==> src/rtl/asconp_pkg.sv <==
// Shared types, constants and round functions for the Ascon permutation core.
package asconp_pkg;

    localparam int unsigned WORD_W             = 64;
    localparam int unsigned NUM_WORDS          = 5;
    localparam int unsigned ROUND_CNT_W        = 5;
    localparam int unsigned RC_IDX_W           = 4;
    localparam int unsigned RC_TABLE_DEPTH     = 16;
    localparam int unsigned MAX_ROUNDS_DEFAULT = 16;

    // Round index value that marks the end of the schedule.
    localparam logic [ROUND_CNT_W-1:0] LAST_IDX = ROUND_CNT_W'(RC_TABLE_DEPTH);

    typedef logic [WORD_W-1:0] word_t;
    typedef logic [NUM_WORDS-1:0][WORD_W-1:0] perm_state_t;

    typedef struct packed {
        word_t                  word_0;
        word_t                  word_1;
        word_t                  word_2;
        word_t                  word_3;
        word_t                  word_4;
        logic [ROUND_CNT_W-1:0] round_count;
    } item_beat_t;

    typedef struct packed {
        word_t out_word_0;
        word_t out_word_1;
        word_t out_word_2;
        word_t out_word_3;
        word_t out_word_4;
    } result_beat_t;

    // Commands from the controller to the datapath.
    typedef struct packed {
        logic                load;
        logic                step;
        logic                xfer;
        logic [RC_IDX_W-1:0] rc_idx;
    } dp_cmd_t;

    function automatic logic [7:0] rc_lookup(logic [RC_IDX_W-1:0] idx);
        logic [7:0] rc;
        unique case (idx)
            4'd0:  rc = 8'h3c;
            4'd1:  rc = 8'h2d;
            4'd2:  rc = 8'h1e;
            4'd3:  rc = 8'h0f;
            4'd4:  rc = 8'hf0;
            4'd5:  rc = 8'he1;
            4'd6:  rc = 8'hd2;
            4'd7:  rc = 8'hc3;
            4'd8:  rc = 8'hb4;
            4'd9:  rc = 8'ha5;
            4'd10: rc = 8'h96;
            4'd11: rc = 8'h87;
            4'd12: rc = 8'h78;
            4'd13: rc = 8'h69;
            4'd14: rc = 8'h5a;
            4'd15: rc = 8'h4b;
        endcase
        return rc;
    endfunction

    function automatic word_t ror64(word_t x, int unsigned n);
        return (x >> n) | (x << (WORD_W - n));
    endfunction

    // One full round: constant addition, S-box layer, linear diffusion.
    function automatic perm_state_t perm_round(perm_state_t s, logic [7:0] rc);
        word_t       x0;
        word_t       x1;
        word_t       x2;
        word_t       x3;
        word_t       x4;
        word_t       t0;
        word_t       t1;
        word_t       t2;
        word_t       t3;
        word_t       t4;
        perm_state_t r;
        x0 = s[0];
        x1 = s[1];
        x2 = s[2] ^ {56'd0, rc};
        x3 = s[3];
        x4 = s[4];

        x0 = x0 ^ x4;
        x4 = x4 ^ x3;
        x2 = x2 ^ x1;
        t0 = ~x0 & x1;
        t1 = ~x1 & x2;
        t2 = ~x2 & x3;
        t3 = ~x3 & x4;
        t4 = ~x4 & x0;
        x0 = x0 ^ t1;
        x1 = x1 ^ t2;
        x2 = x2 ^ t3;
        x3 = x3 ^ t4;
        x4 = x4 ^ t0;
        x1 = x1 ^ x0;
        x0 = x0 ^ x4;
        x3 = x3 ^ x2;
        x2 = ~x2;

        r[0] = x0 ^ ror64(x0, 19) ^ ror64(x0, 28);
        r[1] = x1 ^ ror64(x1, 61) ^ ror64(x1, 39);
        r[2] = x2 ^ ror64(x2, 1)  ^ ror64(x2, 6);
        r[3] = x3 ^ ror64(x3, 10) ^ ror64(x3, 17);
        r[4] = x4 ^ ror64(x4, 7)  ^ ror64(x4, 41);
        return r;
    endfunction

endpackage

==> src/rtl/asconp_datapath.sv <==
// State register, shared round unit and result register of the permutation core.
module asconp_datapath (
    input  logic                      clk,
    input  asconp_pkg::dp_cmd_t       cmd,
    input  asconp_pkg::item_beat_t    item,
    output asconp_pkg::result_beat_t  result
);
    import asconp_pkg::*;

    perm_state_t  state_reg;
    perm_state_t  state_next;
    result_beat_t result_reg;

    always_comb
    begin
        state_next = state_reg;
        if (cmd.load)
        begin
            state_next = {item.word_4, item.word_3, item.word_2, item.word_1, item.word_0};
        end
        else if (cmd.step)
        begin
            state_next = perm_round(state_reg, rc_lookup(cmd.rc_idx));
        end
    end

    always_ff @(posedge clk)
    begin
        state_reg <= state_next;
        if (cmd.xfer)
        begin
            result_reg.out_word_0 <= state_reg[0];
            result_reg.out_word_1 <= state_reg[1];
            result_reg.out_word_2 <= state_reg[2];
            result_reg.out_word_3 <= state_reg[3];
            result_reg.out_word_4 <= state_reg[4];
        end
    end

    assign result = result_reg;

endmodule

==> src/rtl/asconp_ctrl.sv <==
// Controller: round schedule counter, input handshake and result valid flag.
module asconp_ctrl #(
    parameter int unsigned MAX_ROUNDS = asconp_pkg::MAX_ROUNDS_DEFAULT
) (
    input  logic                                 clk,
    input  logic                                 rst_n,
    input  logic                                 item_valid,
    output logic                                 item_stall,
    input  logic [asconp_pkg::ROUND_CNT_W-1:0]   round_count,
    output logic                                 result_valid,
    input  logic                                 result_stall,
    output asconp_pkg::dp_cmd_t                  cmd
);
    import asconp_pkg::*;

    localparam logic ST_IDLE = 1'b0;
    localparam logic ST_RUN  = 1'b1;
    localparam logic [ROUND_CNT_W-1:0] MAX_N = ROUND_CNT_W'(MAX_ROUNDS);

    logic                   state_reg;
    logic                   state_next;
    logic [ROUND_CNT_W-1:0] idx_reg;
    logic [ROUND_CNT_W-1:0] idx_next;
    logic                   result_valid_reg;
    logic                   result_valid_next;
    logic [ROUND_CNT_W-1:0] rounds_sat;
    logic                   done;

    assign rounds_sat = (round_count > MAX_N) ? MAX_N : round_count;
    assign done       = (idx_reg == LAST_IDX);

    always_comb
    begin
        cmd.load   = (state_reg == ST_IDLE) && item_valid;
        cmd.step   = (state_reg == ST_RUN) && !done;
        cmd.xfer   = (state_reg == ST_RUN) && done && (!result_valid_reg || !result_stall);
        cmd.rc_idx = idx_reg[RC_IDX_W-1:0];
    end

    always_comb
    begin
        state_next        = state_reg;
        idx_next          = idx_reg;
        result_valid_next = result_valid_reg;
        if (result_valid_reg && !result_stall)
        begin
            result_valid_next = 1'b0;
        end
        unique case (state_reg)
            ST_IDLE:
            begin
                if (cmd.load)
                begin
                    idx_next   = LAST_IDX - rounds_sat;
                    state_next = ST_RUN;
                end
            end
            ST_RUN:
            begin
                if (cmd.step)
                begin
                    idx_next = idx_reg + ROUND_CNT_W'(1);
                end
                else if (cmd.xfer)
                begin
                    result_valid_next = 1'b1;
                    state_next        = ST_IDLE;
                end
            end
            default:
            begin
                state_next = ST_IDLE;
            end
        endcase
    end

    always_ff @(posedge clk or negedge rst_n)
    begin
        if (!rst_n)
        begin
            state_reg        <= ST_IDLE;
            idx_reg          <= LAST_IDX;
            result_valid_reg <= 1'b0;
        end
        else
        begin
            state_reg        <= state_next;
            idx_reg          <= idx_next;
            result_valid_reg <= result_valid_next;
        end
    end

    assign item_stall   = (state_reg != ST_IDLE);
    assign result_valid = result_valid_reg;

endmodule

==> src/rtl/ascon_permutation_core.sv <==
// Top level of the round-iterative Ascon permutation core.
//
//  Channel  Direction  Handshake                    Beat contents
//  item     in         item_valid / item_stall      five state words and a round count
//  result   out        result_valid / result_stall  five permuted state words
//
// An item of n rounds (n being the round count, saturated to MAX_ROUNDS) is loaded,
// stepped through its n rounds and moved to the result register; the input stalls until
// then, so the next item is accepted only after that. The single shared round unit does
// one round per cycle on the state register. Reset clears only the controller;
// the state and result registers hold payload and need no reset. A stalled result is
// held in its own register, so the core may take and work on the next item meanwhile;
// it waits only when that item is finished and the earlier result has not been taken.
module ascon_permutation_core #(
    parameter int unsigned MAX_ROUNDS = asconp_pkg::MAX_ROUNDS_DEFAULT
) (
    input  logic                      clk,
    input  logic                      rst_n,
    input  logic                      item_valid,
    output logic                      item_stall,
    input  asconp_pkg::item_beat_t    item,
    output logic                      result_valid,
    input  logic                      result_stall,
    output asconp_pkg::result_beat_t  result
);
    import asconp_pkg::*;

    // Load, round step and result transfer commands, plus the table index for this round.
    dp_cmd_t cmd;

    // The controller walks the constant table from entry 16 - n up to its end.
    asconp_ctrl #(
        .MAX_ROUNDS (MAX_ROUNDS)
    ) u_ctrl (
        .clk          (clk),
        .rst_n        (rst_n),
        .item_valid   (item_valid),
        .item_stall   (item_stall),
        .round_count  (item.round_count),
        .result_valid (result_valid),
        .result_stall (result_stall),
        .cmd          (cmd)
    );

    // The datapath applies one full round per step command.
    asconp_datapath u_datapath (
        .clk    (clk),
        .cmd    (cmd),
        .item   (item),
        .result (result)
    );

endmodule

==> config.mk <==
export PLATFORM = sky130hd
export DESIGN_NAME = ascon_permutation_core
export DESIGN_NICKNAME = d
export VERILOG_FILES = /design/src/rtl/asconp_pkg.sv /design/src/rtl/asconp_datapath.sv /design/src/rtl/asconp_ctrl.sv /design/src/rtl/ascon_permutation_core.sv
export SDC_FILE = /design/constraint.sdc
export NUM_CORES = 1
export LEC_CHECK = 0
export BUFFER_PORTS_ARGS = -buffer_cell sky130_fd_sc_hd__buf_2
export CAP_MARGIN = 20
export CORE_MARGIN = 2
export CORE_UTILIZATION = 57
export CTS_CLUSTER_DIAMETER = 40
export DETAILED_ROUTE_END_ITERATION = 8
export GPL_TIMING_DRIVEN = 0
export PLACE_DENSITY = 0.77
export SYNTH_ARGS = -nofsm -noshare
export SYNTH_HDL_FRONTEND = slang
export SYNTH_SLANG_ARGS = --single-unit
==> constraint.sdc <==
create_clock -name clk -period 22.6 [get_ports clk]
set_input_delay 1.13 -clock clk [delete_from_list [all_inputs] [get_ports clk]]
set_output_delay 1.13 -clock clk [all_outputs]
set_load 0.02 [all_outputs]
==> flow_summary_export.csv <==
group,metric,value,unit
run_status,outcome,"finished, final reports clean",
finish,final_cell_count_no_fill,4769,
die,initial_utilization,57.5,%
yosys,ys_seq_elements,647,
grt,grt_max_degree,63,
grt,grt-ovfl-total,0,
timing,max_freq,249,MHz
die,dieArea,71300,um2
detailed_routing,routedWlPerCell,34.2,um
clock_tree,cts_resized,0,
clock_tree,numCtsBuffers,99,
yosys,synth.top_cells.by_area,"edfxtp_1 (49%), xnor3_1 (14%), xnor2_1 (8.4%), ha_1 (4.2%), xnor2_2 (4.0%)",
grt,grt_pass1_wl,215000,um
timing,finalCritPeriodShare,17.8,%
clock_tree,clock_sinks,647,
yosys,synthMostInstantiatedCell,"edfxtp_1",
finish,ff_latch_area,19400,um2
grt,met3_usage,9.91,%
placement,gp_congestion,1.08,
detailed_routing,drc_errors,0,
timing,hold_viol,0,
clock_tree,cts_tree,"done",
worst_setup_path,timing.rr.start,"u_ctrl.idx_reg[2]$_DFFE_PN0P_",
clock_tree,htree_levels,3,
yosys,yosysUniqueCellTypes,34,
worst_setup_path,critPathMaxFanout,6,
yosys,avgSynthCellArea,13.3,um2
grt,grt_use_total,45.4,%
die,die_x,267,um
yosys,synth-main-ff-cell,"edfxtp_1",
detailed_routing,ant_nets,0,
yosys,synth_edf_count,640,
grt,met1_usage,60.7,%
placement,dpl-instance-area,44300,um2
finish,finalInstanceArea,47900,um2
clock_tree,root_buffer,"clkbuf_16",
yosys,syn_area,39400,um2
clock_tree,clkLatencyLatePin,0.68,ns
timing,slew_headroom,12.7,%
timing,min_period,4.01,ns
worst_hold_path,min-delay-path-class,"input pin to async pin",
timing,rsz0062_at_grt,"false",
finish,drive_gt1_share,26.7,%
clock_tree,post_cts_buffers,0,
placement,place_inst,4574,
yosys,yosys.area.top_type,"edfxtp_1",
timing,hold_ws,0.292,ns
placement,port_buffers,649,
finish,multiInputGateArea,19200,um2
die,coreArea,68600,um2
timing,finalClockSkew,0.0335,ns
yosys,synthArstFlopShare,1.08,%
worst_setup_path,startpoint,"u_ctrl.idx_reg[2]$_DFFE_PN0P_",
timing,fin_ws,18.59,ns
worst_setup_path,required,23.00,ns
die,rows,96,
worst_setup_path,max_stage_delay,0.93,ns
worst_setup_path,path_class,"flip-flop to flip-flop",
flow_run,maxCapViolCount,0,
yosys,synth_top_area_share,48.8,%
finish,fillers,4782,
worst_setup_path,startpoint_type,"flip-flop",
finish,finalNetCount,4211,
clock_tree,clk_pin_slew,0.06,ns
yosys,synth-seq-area-share,49.2,%
worst_setup_path,crit_path_end_kind,"flip-flop",
grt,antenna_found_initial,9,
clock_tree,clk_path_buf_depth,3,
detailed_routing,dr.pass1.iters,6,
finish,syn2layout_area_growth,21.5,%
detailed_routing,routed_via_density,6.11,
detailed_routing,wl,163000,um
die,die_h,267,um
yosys,synth_common_cells,"edfxtp_1 (640), xnor2_1 (377), nand2_1 (361), xnor3_1 (243), nor2_1 (235)",
grt,grt_use_met2,68.9,%
detailed_routing,vias,29130,
die,ios,651,
worst_setup_path,crit_arrival,4.42,ns
yosys,synthesis.nets,3426,
timing,finalSetupViolations,0,
grt,grt_pass1_vias,27434,
detailed_routing,drt_iter0_drc,4738,
yosys,synth_warnings,0,
grt,top_usage_layer,"met2",
clock_tree,hold_buffers,0,
timing,worst_pin_slew,1.30,ns
placement,post-dp-hpwl,132000,um
yosys,netlist_instances,2964,
worst_setup_path,cp_slowest_cell,"xnor2_1",
worst_setup_path,path_cells,"buf_2 -> inv_1 -> ha_1 -> xnor2_1 -> ha_1 -> xnor2_1 -> xnor2_2 -> xnor3_1 -> o21ai_1",
placement,dpl_worst_slack,18.39,ns
timing,slew_viol_final,0,
cells by family after synthesis:
kind of cell             count (synthesis)  synth area share, %
AO/OA/AOI/OAI                          427                 5.46
adder cells (fa/ha/maj)                142                 4.47
XOR/XNOR                               898                 32.2
flip-flops                             647                 49.2
AND/OR/NAND/NOR                        607                 5.83
buffers and inverters                  213                 2.04
multiplexers                            30                0.835
worst max-delay path: cells and delay by family (launching register included):
family	cells	cell delay (ns)
compound gates	1	0.06
xor+xnor	4	2.34
fa+ha+maj	2	0.72
buf+inv	2	0.27
flops	1	0.34
metal layers:
| layer | vias up | wire length (um) |
|---|---|---|
| met2 | 2512 | 72400 |
| li1 | 11924 | - |
| met3 | 423 | 20200 |
| met5 | - | 0 |
| met4 | 0 | 10800 |
| met1 | 14271 | 59700 |
cells in the final DEF, fill, tap and decap left out, types with 36 or more instances in the layout:
cell / count
buf_2: 653
edfxtp_1: 640
xnor2_1: 377
nand2_1: 361
xnor3_1: 243
nor2_1: 235
a21oi_1: 203
o21ai_0: 183
inv_1: 142
ha_1: 133
xor2_1: 129
clkbuf_16: 101
xnor2_2: 96
clkbuf_1: 67
o21ai_1: 36
through the flow:
step                      TNS, ns  utilization (%)
after global placement    -557.49             63.9
final                           0             69.8
after global routing            0             69.8
after floorplan                 0                -
after CTS                       0             69.7
after detailed placement        0             64.7
final timing paths:
path	end	slack, ns	depth (start not counted)
max	u_datapath.state_reg[249]$_DFFE_PP_	18.59	9
min	u_ctrl.idx_reg[0]$_DFFE_PN0P_	0.29	1
max reg2reg	u_datapath.state_reg[249]$_DFFE_PP_	18.59	9
min reg2reg	u_datapath.result[130]$_DFFE_PP_	0.48	0
max in group asynchronous	u_ctrl.idx_reg[4]$_DFFE_PN1P_	22.06	1
min in group clk	u_datapath.result[130]$_DFFE_PP_	0.48	0
area by class of cell:
class / instances / share of cell area [%]
timing repair buffer: 684 / 7.91
antenna: 5 / 0.0261
clock buffer: 104 / 5.30
clock inverter: 81 / 1.97
buffer: 71 / 0.572
tap: 931 / 2.43
inverter: 142 / 1.11
sequential: 647 / 40.5
multi-input combinational: 2104 / 40.2
Power is left out: the tool's default activity adds up to more than one toggle a clock period on the data nets, which glitch-free logic cannot reach.
